$ cat config.mk
export PLATFORM = sky130hd
export DESIGN_NAME = running_median_filter_flat
export DESIGN_NICKNAME = d
export VERILOG_FILES = /design/src/rtl/rmf_pkg.sv /design/src/rtl/rmf_req_if.sv /design/src/rtl/rmf_rsp_if.sv /design/src/rtl/rmf_cell.sv /design/src/rtl/running_median_filter.sv /design/src/flat_wrapper.sv
export SDC_FILE = /design/constraint.sdc
export NUM_CORES = 1
export LEC_CHECK = 0
export ABC_AREA = 1
export BUFFER_PORTS_ARGS = -buffer_cell sky130_fd_sc_hd__buf_2
export CORE_ASPECT_RATIO = 1.25
export CORE_UTILIZATION = 40
export DETAILED_ROUTE_END_ITERATION = 6
export GPL_ROUTABILITY_DRIVEN = 1
export PLACE_DENSITY = 0.6
export SLEW_MARGIN = 25
export SYNTH_ARGS = -nofsm -noshare
export SYNTH_HDL_FRONTEND = slang
export SYNTH_SLANG_ARGS = --single-unit
export TNS_END_PERCENT = 30
$ cat constraint.sdc
create_clock -name clock -period 17.85 [get_ports clock]
set_clock_uncertainty 0.1 [all_clocks]
set_input_delay 1.785 -clock clock [delete_from_list [all_inputs] [get_ports clock]]
set_output_delay 1.785 -clock clock [all_outputs]
set_load 0.03 [all_outputs]
$ cat src/rtl/rmf_pkg.sv
`default_nettype none
package rmf_pkg;

   localparam int WINDOW      = 11;
   localparam int SAMPLE_BITS = 16;
   localparam int IN_BITS     = 16;
   localparam int OUT_BITS    = 16;
   localparam int SLOT_BITS   = $clog2(WINDOW);
   localparam int CNT_BITS    = $clog2(WINDOW + 1);

   // one stored sample of the sorted window
   typedef struct packed {
      logic                   valid;
      logic [SAMPLE_BITS-1:0] value;
      logic [SLOT_BITS-1:0]   slot;
   } entry_type;

   // handed from a cell to the cell below it (next smaller rank)
   typedef struct packed {
      logic      removed;  // the oldest entry sits at or above this rank
      logic      ge;       // the compacted entry at this rank is >= the new sample
      entry_type kept;     // compacted entry at this rank
   } link_type;

   // keep the low SAMPLE_BITS of the request; zero is reserved as the stopper
   function automatic logic [SAMPLE_BITS-1:0] fix_sample(input logic [IN_BITS-1:0] s);
      logic [IN_BITS+SAMPLE_BITS-1:0] w;
      logic [SAMPLE_BITS-1:0]         v;
      w = (IN_BITS + SAMPLE_BITS)'(s);
      v = w[SAMPLE_BITS-1:0];
      if (v == '0) begin
         v = SAMPLE_BITS'(1);
      end
      return v;
   endfunction

   function automatic logic [OUT_BITS-1:0] to_median(input logic [SAMPLE_BITS-1:0] v);
      logic [OUT_BITS+SAMPLE_BITS-1:0] w;
      w = (OUT_BITS + SAMPLE_BITS)'(v);
      return w[OUT_BITS-1:0];
   endfunction

endpackage
`default_nettype wire

$ cat src/rtl/rmf_req_if.sv
`default_nettype none
interface rmf_req_if;
   logic                         valid;
   logic                         ready;
   logic [rmf_pkg::IN_BITS-1:0]  sample;

   modport source (output valid, output sample, input ready);
   modport sink   (input valid, input sample, output ready);
endinterface
`default_nettype wire

$ cat src/rtl/rmf_rsp_if.sv
`default_nettype none
interface rmf_rsp_if;
   logic                         valid;
   logic                         ready;
   logic [rmf_pkg::OUT_BITS-1:0] median;

   modport source (output valid, output median, input ready);
   modport sink   (input valid, input median, output ready);
endinterface
`default_nettype wire

$ cat src/rtl/rmf_cell.sv
`default_nettype none
module rmf_cell (
   input  wire                                 clock,
   input  wire                                 reset,
   input  wire                                 load,
   input  wire                                 full,
   input  wire  [rmf_pkg::SAMPLE_BITS-1:0]     smp,
   input  wire  [rmf_pkg::SLOT_BITS-1:0]       slot,
   input  rmf_pkg::entry_type                  nxt_entry,
   input  rmf_pkg::link_type                   link_in,
   output rmf_pkg::link_type                   link_out,
   output rmf_pkg::entry_type                  entry
);

   rmf_pkg::entry_type ent_ff;
   rmf_pkg::entry_type ent_in;
   rmf_pkg::entry_type kept;
   rmf_pkg::entry_type fresh;
   logic               rm;
   logic               gone;
   logic               ge;

   always_comb begin
      // drop the oldest entry: ranks below it shift up by one
      rm   = full && ent_ff.valid && (ent_ff.slot == slot);
      gone = link_in.removed | rm;
      kept = gone ? nxt_entry : ent_ff;
      ge   = kept.valid && (kept.value >= smp);

      fresh.valid = 1'b1;
      fresh.value = smp;
      fresh.slot  = slot;

      // insert after every value not smaller than the new sample
      if (ge) begin
         ent_in = kept;
      end else if (link_in.ge) begin
         ent_in = fresh;
      end else begin
         ent_in = link_in.kept;
      end

      link_out.removed = gone;
      link_out.ge      = ge;
      link_out.kept    = kept;
   end

   always_ff @(posedge clock) begin
      if (reset) begin
         ent_ff.valid <= 1'b0;
      end else if (load) begin
         ent_ff <= ent_in;
      end
   end

   assign entry = ent_ff;

endmodule
`default_nettype wire

$ cat src/rtl/running_median_filter.sv
// The median of a request is registered and shown on rsp_chan in the cycle after it is accepted.
// Throughput: one request per cycle; the sorted window is a row of cells that all update
//    in the accepting cycle, and a request waits only while a median is held unread.
// Reset (synchronous, active high): empties the window, clears the ring pointer, the
//    fill count and the output valid. No clearing pass is needed.
`default_nettype none
module running_median_filter (
   input wire         clock,
   input wire         reset,
   rmf_req_if.sink    req_chan,
   rmf_rsp_if.source  rsp_chan
);

   localparam int W = rmf_pkg::WINDOW;

   // ring pointer and fill count of the window
   logic [rmf_pkg::SLOT_BITS-1:0] slot_ff;
   logic [rmf_pkg::SLOT_BITS-1:0] slot_in;
   logic [rmf_pkg::CNT_BITS-1:0]  fill_ff;
   logic [rmf_pkg::CNT_BITS-1:0]  fill_in;
   logic [rmf_pkg::CNT_BITS-1:0]  fill_less;
   logic [rmf_pkg::CNT_BITS-1:0]  half;
   // rank of the median inside the sorted row
   logic [rmf_pkg::SLOT_BITS-1:0] med_idx_ff;
   logic [rmf_pkg::SLOT_BITS-1:0] med_idx_in;
   logic                          rsp_valid_ff;
   logic                          rsp_valid_in;

   logic                          accept;
   logic                          full;
   logic [rmf_pkg::SAMPLE_BITS-1:0] smp;

   rmf_pkg::link_type  link  [0:W];
   rmf_pkg::entry_type ent   [0:W-1];
   rmf_pkg::entry_type nxt   [0:W-1];

   // take a new request whenever the output register is empty or being drained
   assign req_chan.ready = !rsp_valid_ff || rsp_chan.ready;
   assign accept         = req_chan.valid && req_chan.ready;
   assign full           = (fill_ff == rmf_pkg::CNT_BITS'(W));
   assign smp            = rmf_pkg::fix_sample(req_chan.sample);

   // head of the chain: nothing removed above, the new sample may go first
   always_comb begin
      link[0].removed = 1'b0;
      link[0].ge      = 1'b1;
      link[0].kept    = '0;
   end

   // the sorted row: largest value in cell 0, each cell hands its entry upward on removal
   // and downward on insertion
   for (genvar i = 0; i < W; i++) begin : g_cell
      if (i < W - 1) begin : g_mid
         assign nxt[i] = ent[i+1];
      end else begin : g_last
         assign nxt[i] = '0;
      end

      rmf_cell u_cell (
         .clock     (clock),
         .reset     (reset),
         .load      (accept),
         .full      (full),
         .smp       (smp),
         .slot      (slot_ff),
         .nxt_entry (nxt[i]),
         .link_in   (link[i]),
         .link_out  (link[i+1]),
         .entry     (ent[i])
      );
   end

   always_comb begin
      // advance the ring pointer, wrap at the window size
      if (slot_ff == rmf_pkg::SLOT_BITS'(W - 1)) begin
         slot_in = '0;
      end else begin
         slot_in = slot_ff + 1'b1;
      end

      // grow the fill count until the window is full
      fill_in   = full ? fill_ff : fill_ff + 1'b1;
      // median rank is (k - 1) / 2 for k samples held after this request
      fill_less = fill_in - 1'b1;
      half      = fill_less >> 1;
      med_idx_in = rmf_pkg::SLOT_BITS'(half);

      // hold the result until taken, load it on every accepted request
      if (accept) begin
         rsp_valid_in = 1'b1;
      end else if (rsp_chan.ready) begin
         rsp_valid_in = 1'b0;
      end else begin
         rsp_valid_in = rsp_valid_ff;
      end
   end

   always_ff @(posedge clock) begin
      if (reset) begin
         slot_ff      <= '0;
         fill_ff      <= '0;
         med_idx_ff   <= '0;
         rsp_valid_ff <= 1'b0;
      end else begin
         rsp_valid_ff <= rsp_valid_in;
         if (accept) begin
            slot_ff    <= slot_in;
            fill_ff    <= fill_in;
            med_idx_ff <= med_idx_in;
         end
      end
   end

   // cells only change on an accepted request, so the selected value holds while stalled
   assign rsp_chan.valid  = rsp_valid_ff;
   assign rsp_chan.median = rmf_pkg::to_median(ent[med_idx_ff].value);

endmodule
`default_nettype wire
$ cat src/flat_wrapper.sv
// flat-port wrapper written by rule: the top's interface ports become plain ports
module running_median_filter_flat 
  (clock, reset, req_chan_valid, req_chan_sample, req_chan_ready, rsp_chan_valid, rsp_chan_median, rsp_chan_ready);
  rmf_req_if req_chan_i ();
  rmf_rsp_if rsp_chan_i ();
  input wire clock;
  input wire reset;
  input wire logic [$bits(req_chan_i.valid)-1:0] req_chan_valid;
  input wire logic [$bits(req_chan_i.sample)-1:0] req_chan_sample;
  output wire logic [$bits(req_chan_i.ready)-1:0] req_chan_ready;
  output wire logic [$bits(rsp_chan_i.valid)-1:0] rsp_chan_valid;
  output wire logic [$bits(rsp_chan_i.median)-1:0] rsp_chan_median;
  input wire logic [$bits(rsp_chan_i.ready)-1:0] rsp_chan_ready;
  assign req_chan_i.valid = req_chan_valid;
  assign req_chan_i.sample = req_chan_sample;
  assign req_chan_ready = req_chan_i.ready;
  assign rsp_chan_valid = rsp_chan_i.valid;
  assign rsp_chan_median = rsp_chan_i.median;
  assign rsp_chan_i.ready = rsp_chan_ready;
  running_median_filter u_core (.clock(clock), .reset(reset), .req_chan(req_chan_i), .rsp_chan(rsp_chan_i));
endmodule
Word level (Yosys, flattened, before mapping)
Index checks and enable logic that the tools add are counted.
W data, S select, Z words.
{"block": "word_totals", "register_bits": 243, "in_bits": 20, "out_inout_bits": 18, "word_cells": 158}
{"block": "classes", "n_addsub": 3, "order_cmp": 12, "n_eq_ne": 14, "muxes": 40, "n_bitwise": 12, "reduce_logical": 40}
{"op": "$mux W21", "count": 32}
{"op": "$ge A16 B16 Y1", "count": 11}
{"op": "$bmux W21 S4", "count": 1}
{"op": "$eq A4 B4 Y1", "count": 11}
{"op": "$mux W20", "count": 2}
{"op": "$logic_and A1 B1 Y1", "count": 34}
{"op": "$logic_not A16 Y1", "count": 1}
{"op": "$mux W16", "count": 1}
{"op": "$or A1 B1 Y1", "count": 10}
{"op": "$add A4 B1 Y4 const B", "count": 2}
{"op": "$eq A4 B4 Y1 const B", "count": 2}
{"op": "$mux W4", "count": 2}
{"op": "$ge A5 B5 Y1 const B", "count": 1}
{"op": "$not A3 Y5", "count": 1}
{"op": "$sub A4 B1 Y4 const B", "count": 1}
{"op": "$reduce_and A3 Y1", "count": 1}
{"op": "$mux W1", "count": 2}
{"op": "$ne A2 B2 Y1 const B", "count": 1}
{"op": "$reduce_and A2 Y1", "count": 1}
{"op": "$reduce_bool A2 Y1", "count": 1}
{"op": "$logic_not A1 Y1", "count": 1}
{"op": "$logic_or A1 B1 Y1", "count": 1}
{"op": "$not A1 Y1", "count": 1}

Logic depth before layout (Yosys ltp)
Gate-level depths: netlist (run 1).
{"block": "depth", "depth_word": 18, "depth_mapped": 29, "ltp_nobuf": 26}

Modules after synthesis
A second synthesis (run 1) with hierarchy kept.
{"block": "hier_totals", "hier_cells": 3464, "hier_area_um2": 24173.2}
{"mod": "rmf_cell", "n_inst": 11, "cells_per_inst": 280, "area_each_um2": 2020.7, "seq_area_each_um2": 620.6}
{"mod": "running_median_filter", "n_inst": 1, "cells_per_inst": 384, "area_each_um2": 1945.6, "seq_area_each_um2": 240.2}

Least setup slack after synthesis (run 1)
No wires, ideal clock.
{"block": "synth_timing", "path_type": "input to register", "from": "in rsp_chan_ready", "to": "reg u_core.g_cell[0].u_cell.ent_ff (netlist bit u_core.g_cell[0].u_cell.entry[0]) (enable)", "setup_time_ns": 0.797, "arrival_ns": 11.533, "required_time_ns": 16.953, "setup_slack_ns": 5.419, "cell_stages": 6, "path_buffers": 2, "cell_sequence": "inv_1 > nand2_1 > nand2_1 > clkbuf_1 > buf_1 > nor2_1"}
{"block": "synth_between", "elab_chain_len": 3}
{"element": "start, declared", "line_no": "flat_wrapper.sv:13", "rtl": "input wire logic [$bits(rsp_chan_i.ready)-1:0] rsp_chan_ready;"}
{"element": "$logic_or A1 B1 Y1", "line_no": "running_median_filter.sv:38", "rtl": "assign req_chan.ready = !rsp_valid_ff || rsp_chan.ready;"}
{"element": "named net req_chan_ready", "line_no": "flat_wrapper.sv:10", "rtl": "output wire logic [$bits(req_chan_i.ready)-1:0] req_chan_ready;"}
{"element": "$logic_and A1 B1 Y1", "line_no": "running_median_filter.sv:39", "rtl": "assign accept = req_chan.valid && req_chan.ready;"}
{"element": "$reduce_and A2 Y1 (no line)"}
{"element": "end signal, assigned", "line_no": "rmf_cell.sv:52", "rtl": "ent_ff <= ent_in;"}
{"element": "end, declared", "line_no": "rmf_cell.sv:15", "rtl": "rmf_pkg::entry_type ent_ff;"}
The timed path passes the listed nets, and every way through them passes these cells.
A chain may end at the register's enable or synchronous reset.

Final worst setup path (run 1)
{"block": "layout_timing", "from": "reg u_core.slot_ff[0] (netlist name)", "to": "reg u_core.g_cell[10].u_cell.ent_ff (netlist bit u_core.g_cell[10].u_cell.entry[1]) (enable)"}
{"block": "layout_between", "elab_chain_len": 17, "word_cells_on_any_way": 37, "classes_between": "1 x order compare; 12 x eq/ne; 1 x mux; 10 x bitwise; 13 x reduce/logical"}
{"element": "start, declared", "line_no": "running_median_filter.sv:17", "rtl": "logic [rmf_pkg::SLOT_BITS-1:0] slot_ff;"}
{"element": "start signal, assigned", "line_no": "running_median_filter.sv:107", "rtl": "slot_ff <= slot_in;"}
{"element": "$eq A4 B4 Y1", "line_no": "rmf_cell.sv:25", "rtl": "rm = full && ent_ff.valid && (ent_ff.slot == slot);"}
{"element": "$logic_and A1 B1 Y1", "line_no": "rmf_cell.sv:25"}
{"element": "$or A1 B1 Y1 (9 in series)", "line_no": "rmf_cell.sv:26", "rtl": "gone = link_in.removed | rm;"}
{"element": "$or A1 B1 Y1 *", "line_no": "rmf_cell.sv:26"}
{"element": "$mux W21", "line_no": "rmf_cell.sv:27", "rtl": "kept = gone ? nxt_entry : ent_ff;"}
{"element": "$ge A16 B16 Y1", "line_no": "rmf_cell.sv:28", "rtl": "ge = kept.valid && (kept.value >= smp);"}
{"element": "$logic_and A1 B1 Y1", "line_no": "rmf_cell.sv:28"}
{"element": "$ne A2 B2 Y1 (no line) *"}
{"element": "$reduce_and A3 Y1 (no line) *"}
{"element": "end signal, assigned", "line_no": "rmf_cell.sv:52"}
{"element": "end, declared", "line_no": "rmf_cell.sv:15"}
Every way passes the cells marked *; elsewhere a longest branch is shown, timed or not. The select of a mux whose other input is x is not followed.

==> metrics.csv, run 1 <==
stage,metric,value,unit
detailed_routing,vias_per_cell,5.59,
synth,netlist_top_cells_count,"783 x nand2_1, 373 x o21ai_0, 342 x inv_1",
grt,grt_pass1_vias,19000,
timing,slew_violations,0,
clocking,clk_pin_slew,60,ps
worst_setup_path,r2r_slack,11080,ps
detailed_routing,dr_wl_met2,31600,um
timing,slew_headroom,35.3,%
synth,synthAdderAreaFrac,10.7,%
synth,synthMuxAreaShare,0.0963,%
run,maxCapViolCount,0,
detailed_routing,wl,65000,um
clocking,tritoncts,built,
placement,io_buffers,37,
timing,layout_setup_ws,11080,ps
worst_setup_path,worstPathRequired,17950,ps
power,power_density,75.2,mW/mm2
synth,synthTopCellsByArea,"edfxtp_1 32%, nand2_1 14%, ha_1 11%",
detailed_routing,met1_length,27600,um
power,p_leak,10.0,nW
synth,ys_types,48,
clocking,h-tree-depth,1,
synth,ys_ff_latch,243,
clocking,cts-root-buf,clkbuf_16,
worst_hold_path,hold_class,reg2reg,
placement,dp_hpwl,45200,um
grt,grt_usage,24.2,%
timing,hold_viol,0,
worst_setup_path,crit_chain,"buf_4, inv_2, nand2_1, nand2_1, nor2_1, nand3_2, nand2_4, nor2_8, nand4_4, nor2_8, nand4_4, nor2_2, inv_1, nor2_1, ha_1, nand2_1, inv_1, nand3_1, inv_1, a21oi_1, o311ai_0, nand3_2, inv_2, nor3_1",
cells_and_area,fin_nets,3076,
placement,post-place-ws,10830,ps
worst_setup_path,start_kind,flip-flop,
worst_setup_path,cp_num_buf_inv,6,
synth,synth_most_common_cell,nand2_1,
clocking,cts.repair.resized,0,
synth,netlist_instances,2936,
synth,yosys.area.top_type,edfxtp_1,
status,status,"complete, no violations",
die,die_x,206,um
die,core_region_area,0.0514,mm2
detailed_routing,post_drt_wl_per_cell,18.2,um
detailed_routing,vias,19900,
timing,rsz0062_at_grt,no,
timing,tightestPinTransition,970,ps
synth,synth-simple-area-share,23.9,%
synth,ys_warn_count,0,
detailed_routing,first_iter_violations,1861,
clocking,clk_latency,570,ps
synth,yosysSeqAreaShare,34.0,%
synth,synth_top_cell_area_share,31.8,%
clocking,ctsHoldBuffers,0,
die,fp-row-count,93,
synth,synthXorXnorAreaFrac,0.506,%
worst_setup_path,slowest_stage,nand4_4,
placement,routabilityCongestion,0.867,
synth,avgSynthCellArea,7.08,um2
synth,synth-edff-count,220,
synth,synth_top_family_by_area,simple AND/OR/NAND/NOR gates,
grt,grt_antenna_before_repair,2,
grt,grt_pass1_wl,103000,um
timing,timing.final.crit_period,6770,ps
die,die_y,257,um
timing,setup_viol,0,
worst_setup_path,cp_top_family,simple AND/OR/NAND/NOR gates,
worst_setup_path,crit_type,reg2reg,
timing,tns,0,ps
synth,synthFlopType,edfxtp_1,
synth,synth_area,0.0208,mm2
detailed_routing,antenna_left,0,
worst_setup_path,end_kind,flip-flop,
synth,synth_compound_area_share,20.6,%
clocking,cts_setup_buffers,0,
detailed_routing,firstDrtPassIters,6,
clocking,cts.sinks,243,
synth,ys_async_sr_fraction,0,%
cells_and_area,drive_above_1_share,6.21,%
power,vdd_drop_max,0.0798,mV
detailed_routing,met3_wirelength,3830,um
timing,max_freq,148,MHz
detailed_routing,highest_layer,met4,
clocking,clk_path_buf_depth,3,
worst_setup_path,arrival,6870,ps
die,ios,38,
worst_setup_path,cp_max_fo,43,
die,dieArea,0.0529,mm2
grt,grt_max_degree,80,
clocking,cts_buffers,29,
die,start_util,40.4,%
grt,grt_overflow,0,
synth,syn-num-nets,3134,
timing,finalCritPeriodShare,37.9,%
worst_setup_path,critPathMaxStageDelay,540,ps
cells_and_area,area_growth,7.27,%
detailed_routing,drcViolationCount,0,
[placed cells by master (no fill, tap or decap), types with 25 or more instances in the layout]
| cell type | instances |
|---|---|
| a21oi_1 | 201 |
| a31oi_1 | 25 |
| buf_2 | 37 |
| buf_4 | 40 |
| clkbuf_16 | 29 |
| edfxtp_1 | 220 |
| ha_1 | 178 |
| inv_1 | 342 |
| nand2_1 | 779 |
| nand3_1 | 179 |
| nor2_1 | 123 |
| o211ai_1 | 58 |
| o21ai_0 | 373 |
| o21ai_1 | 66 |
[cells by family after synthesis]
kind of cell    after synthesis
compound gates              788
simple gates               1177
buf+inv                     536
xor+xnor                     12
fa+ha+maj                   178
mux                           2
flops                       243
[layer usage]
metal,up-vias,track usage [%]
met5,-,0
met4,0,7.50
met3,122,2.10
met2,700,42.8
met1,9264,30.9
li1,9847,-
[area by class of cell]
cell class,count,area (um2)
clock buffers,37,786
repair buffers,78,513
flip-flops and latches,243,7070
well taps,665,832
clock inverters,16,75.1
diodes,1,2.50
fillers,5281,29100
multi-input cells,2157,11600
inverters,369,1390
[flip-flops by register name (all words and copies together) (netlist names)]
signal,flops
u_core.slot_ff,4
u_core.rsp_chan.valid,1
u_core.med_idx_ff,3
u_core.fill_ff,4
u_core.g_cell.u_cell.entry,231
[power breakdown]
part           internal, mW  leakage, nW  switching [mW]
Sequential            0.675         2.25          0.0266
Clock                 0.308        0.428           0.254
Combinational         0.129         7.36           0.284
Total                  1.11         10.0           0.565
[worst paths after layout]
kind                    startpoint                                end  cells after the start
min reg2reg  u_core.rsp_chan.valid              u_core.rsp_chan.valid                      2
min          u_core.rsp_chan.valid              u_core.rsp_chan.valid                      2
max reg2reg      u_core.slot_ff[0]  u_core.g_cell[10].u_cell.entry[1]                     24
max              u_core.slot_ff[0]  u_core.g_cell[10].u_cell.entry[1]                     24
[metrics by stage]
| step | hold WS [ps] | power [mW] | area [um2] | std cells | util (%) |
|---|---|---|---|---|---|
| 2_1_floorplan | 351 | 1.00 | 20800 | 2936 | - |
| 3_3_place_gp | 393 | 1.11 | 21400 | 3511 | 41.6 |
| 3_5_place_dp | 400 | 1.12 | 21400 | 3511 | 41.6 |
| 4_1_cts | 411 | 1.68 | 22300 | 3564 | 43.3 |
| 5_1_grt | 438 | 1.76 | 22300 | 3565 | 43.4 |
| 6_report | 411 | 1.68 | 22300 | 3566 | 43.4 |
[worst min-delay path, delay by kind of cell, from the launching register on]
kind	cells	cell delay [ps]
AOI/OAI and AO/OA	1	60
DFF	1	310
and+or+nand+nor	1	90
No activity file was read; power rests on OpenSTA's default activity.
==> run 2: changes to the inputs <==
Clock period 17.85 ns to 6.9 ns, I/O delays scaled along.
==> run 2 against run 1 <==
Worst hold slack got worse by 110 ps. Critical path depth decreased by 1. Global-route usage down 0.72 points. Sequential cell count did not move. Utilization increased by 0.53 points. Cell count increased by 0.50%. Routed wire length shrank 3.8%. Clock power grew to 2.9 times the previous value. Sequential power grew to 2.6 times the previous value. Setup slack worse by 9800 ps. Critical endpoint is now u_core.g_cell[10].u_cell.entry[2]. Largest power group unchanged.
==> metrics.csv, run 2 (synthesis results as in run 1) <==
stage,metric,value,unit
timing,max_freq,179,MHz
cells_and_area,n_fill_cell,5234,
cells_and_area,regArea,0.00707,mm2
clocking,ctsHoldBuffers,0,
timing,slew_headroom,28.6,%
worst_setup_path,cp_max_fo,43,
cells_and_area,largest_reg_flops,231,
die,core_region_area,0.0514,mm2
power,p_leak,10.2,nW
power,p_int,3.05,mW
power,vdd_drop_max,0.208,mV
timing,rsz0062_at_grt,no,
grt,grt_most_used_layer,met2,
status,status,"complete, no violations",
clocking,h-tree-depth,1,
die,dieArea,0.0529,mm2
power,switching_share,32.6,%
detailed_routing,first_iter_violations,1609,
power,netSwitchingPower,1.47,mW
timing,slew_violations,0,
die,die_x,206,um
grt,grt_max_degree,165,
timing,layout_setup_ws,1320,ps
timing,tns,0,ps
worst_setup_path,arrival,5710,ps
timing,hold_viol,0,
clocking,cts.sinks,243,
placement,post-place-ws,1330,ps
worst_hold_path,hold_class,in2reg,
timing,finalCritPeriodShare,80.8,%
detailed_routing,antenna_left,0,
cells_and_area,diodes,0,
placement,place_inst,3528,
cells_and_area,drive_above_1_share,7.02,%
placement,place_area,0.0216,mm2
worst_hold_path,min_from,rsp_chan_ready,
cells_and_area,fin_nets,3093,
clocking,cts_setup_buffers,0,
grt,grt_pass1_vias,18800,
cells_and_area,instances_no_fill,3584,
timing,tightestPinTransition,1070,ps
detailed_routing,vias_per_cell,5.47,
run,maxCapViolCount,0,
cells_and_area,mostFrequentLayoutCell,nand2_1,
clocking,tritoncts,built,
worst_setup_path,crit_type,reg2reg,
placement,routabilityCongestion,0.866,
grt,grt_overflow,0,
die,ios,38,
worst_setup_path,r2r_start,u_core.slot_ff[1],
worst_setup_path,start_kind,flip-flop,
die,die_y,257,um
grt,grt_antenna_before_repair,0,
grt,grt_pass1_wl,100000,um
detailed_routing,wl,62600,um
grt,grt_util_met1,29.7,%
detailed_routing,post_drt_wl_per_cell,17.5,um
timing,setup_viol,0,
grt,grt_use_met2,42.0,%
grt,grt_use_met3,2.05,%
detailed_routing,vias,19600,
worst_setup_path,worstPathRequired,7030,ps
worst_setup_path,end_kind,flip-flop,
clocking,cts_buffers,30,
cells_and_area,fin_area,0.0226,mm2
clocking,clk_pin_slew,60,ps
cells_and_area,layout_common_cells,"779 x nand2_1, 373 x o21ai_0, 342 x inv_1",
power,combPwrFrac,23.5,%
grt,grt_usage,23.5,%
detailed_routing,drcViolationCount,0,
placement,dp_hpwl,45700,um
power,fin_total_pwr,4.53,mW
placement,io_buffers,37,
worst_setup_path,startpoint,u_core.slot_ff[1],
power,seqPwrFrac,40.0,%
cells_and_area,area_growth,8.58,%
power,power_density,201,mW/mm2
timing,timing.final.crit_period,5580,ps
detailed_routing,firstDrtPassIters,6,
clocking,cts.repair.resized,0,
die,start_util,40.4,%
clocking,clk_path_buf_depth,3,
clocking,cts-root-buf,clkbuf_16,
power,p_clk_share,36.5,%
cells_and_area,multi_input_area,0.0116,mm2
clocking,clk_latency,600,ps
die,fp-row-count,93,
run 2: worst max-delay path, stage by stage, from the launching register on:
cell and delay [ps]:
dfxtp_1 640, buf_4 260, nand2_1 70, nand2_1 50, nor2_1 40, nand3_2 190
nand2_4 310, nor2_8 400, nand4_4 180, nor2_8 240, nand4_4 400, nor2_2 290
inv_1 260, nor2_1 160, ha_1 260, nand2_1 90, inv_1 40, nand3_1 110
inv_1 50, a21oi_1 130, o311ai_0 180, nand3_2 140, inv_2 150, nor3_1 440
run 2: path summary, 6_finish.rpt:
kind / end / slack (ps) / cells after the start
max: u_core.g_cell[10].u_cell.entry[2] / 1320 / 23
min: u_core.rsp_chan.valid / 300 / 4
max reg2reg: u_core.g_cell[10].u_cell.entry[2] / 1320 / 23
min reg2reg: u_core.rsp_chan.valid / 420 / 2
run 2: layout make-up:
cell class,instances,area share [%]
clock buffer,36,3.51
clock inverter,20,0.937
inverter,369,6.16
multi-input combinational,2157,51.5
sequential,243,31.3
tap,665,3.69
timing repair buffer,94,2.88
run 2: power by group through the flow:
stage | Sequential (mW) | Combinational (mW) | Clock, mW
final | 1.81 | 1.06 | 1.65
after global routing | 1.82 | 1.20 | 1.74
after CTS | 1.81 | 1.06 | 1.68
after detailed placement | 1.84 | 1.05 | 0
after global placement | 1.84 | 1.03 | 0
after floorplan | 1.81 | 0.770 | 0
run 2: metal layers:
layer | share of wire (%) | wire length [um]
met5 | 0 | 0
met4 | 2.4 | 1480
met3 | 5.5 | 3440
met2 | 49 | 31000
met1 | 43 | 26700
run 2: through the flow:
step | hold slack (ps) | util, %
global route | 338 | 43.9
floorplan | 351 | -
global placement | 391 | 41.9
CTS | 280 | 43.9
detailed placement | 401 | 41.9
finish | 303 | 43.9
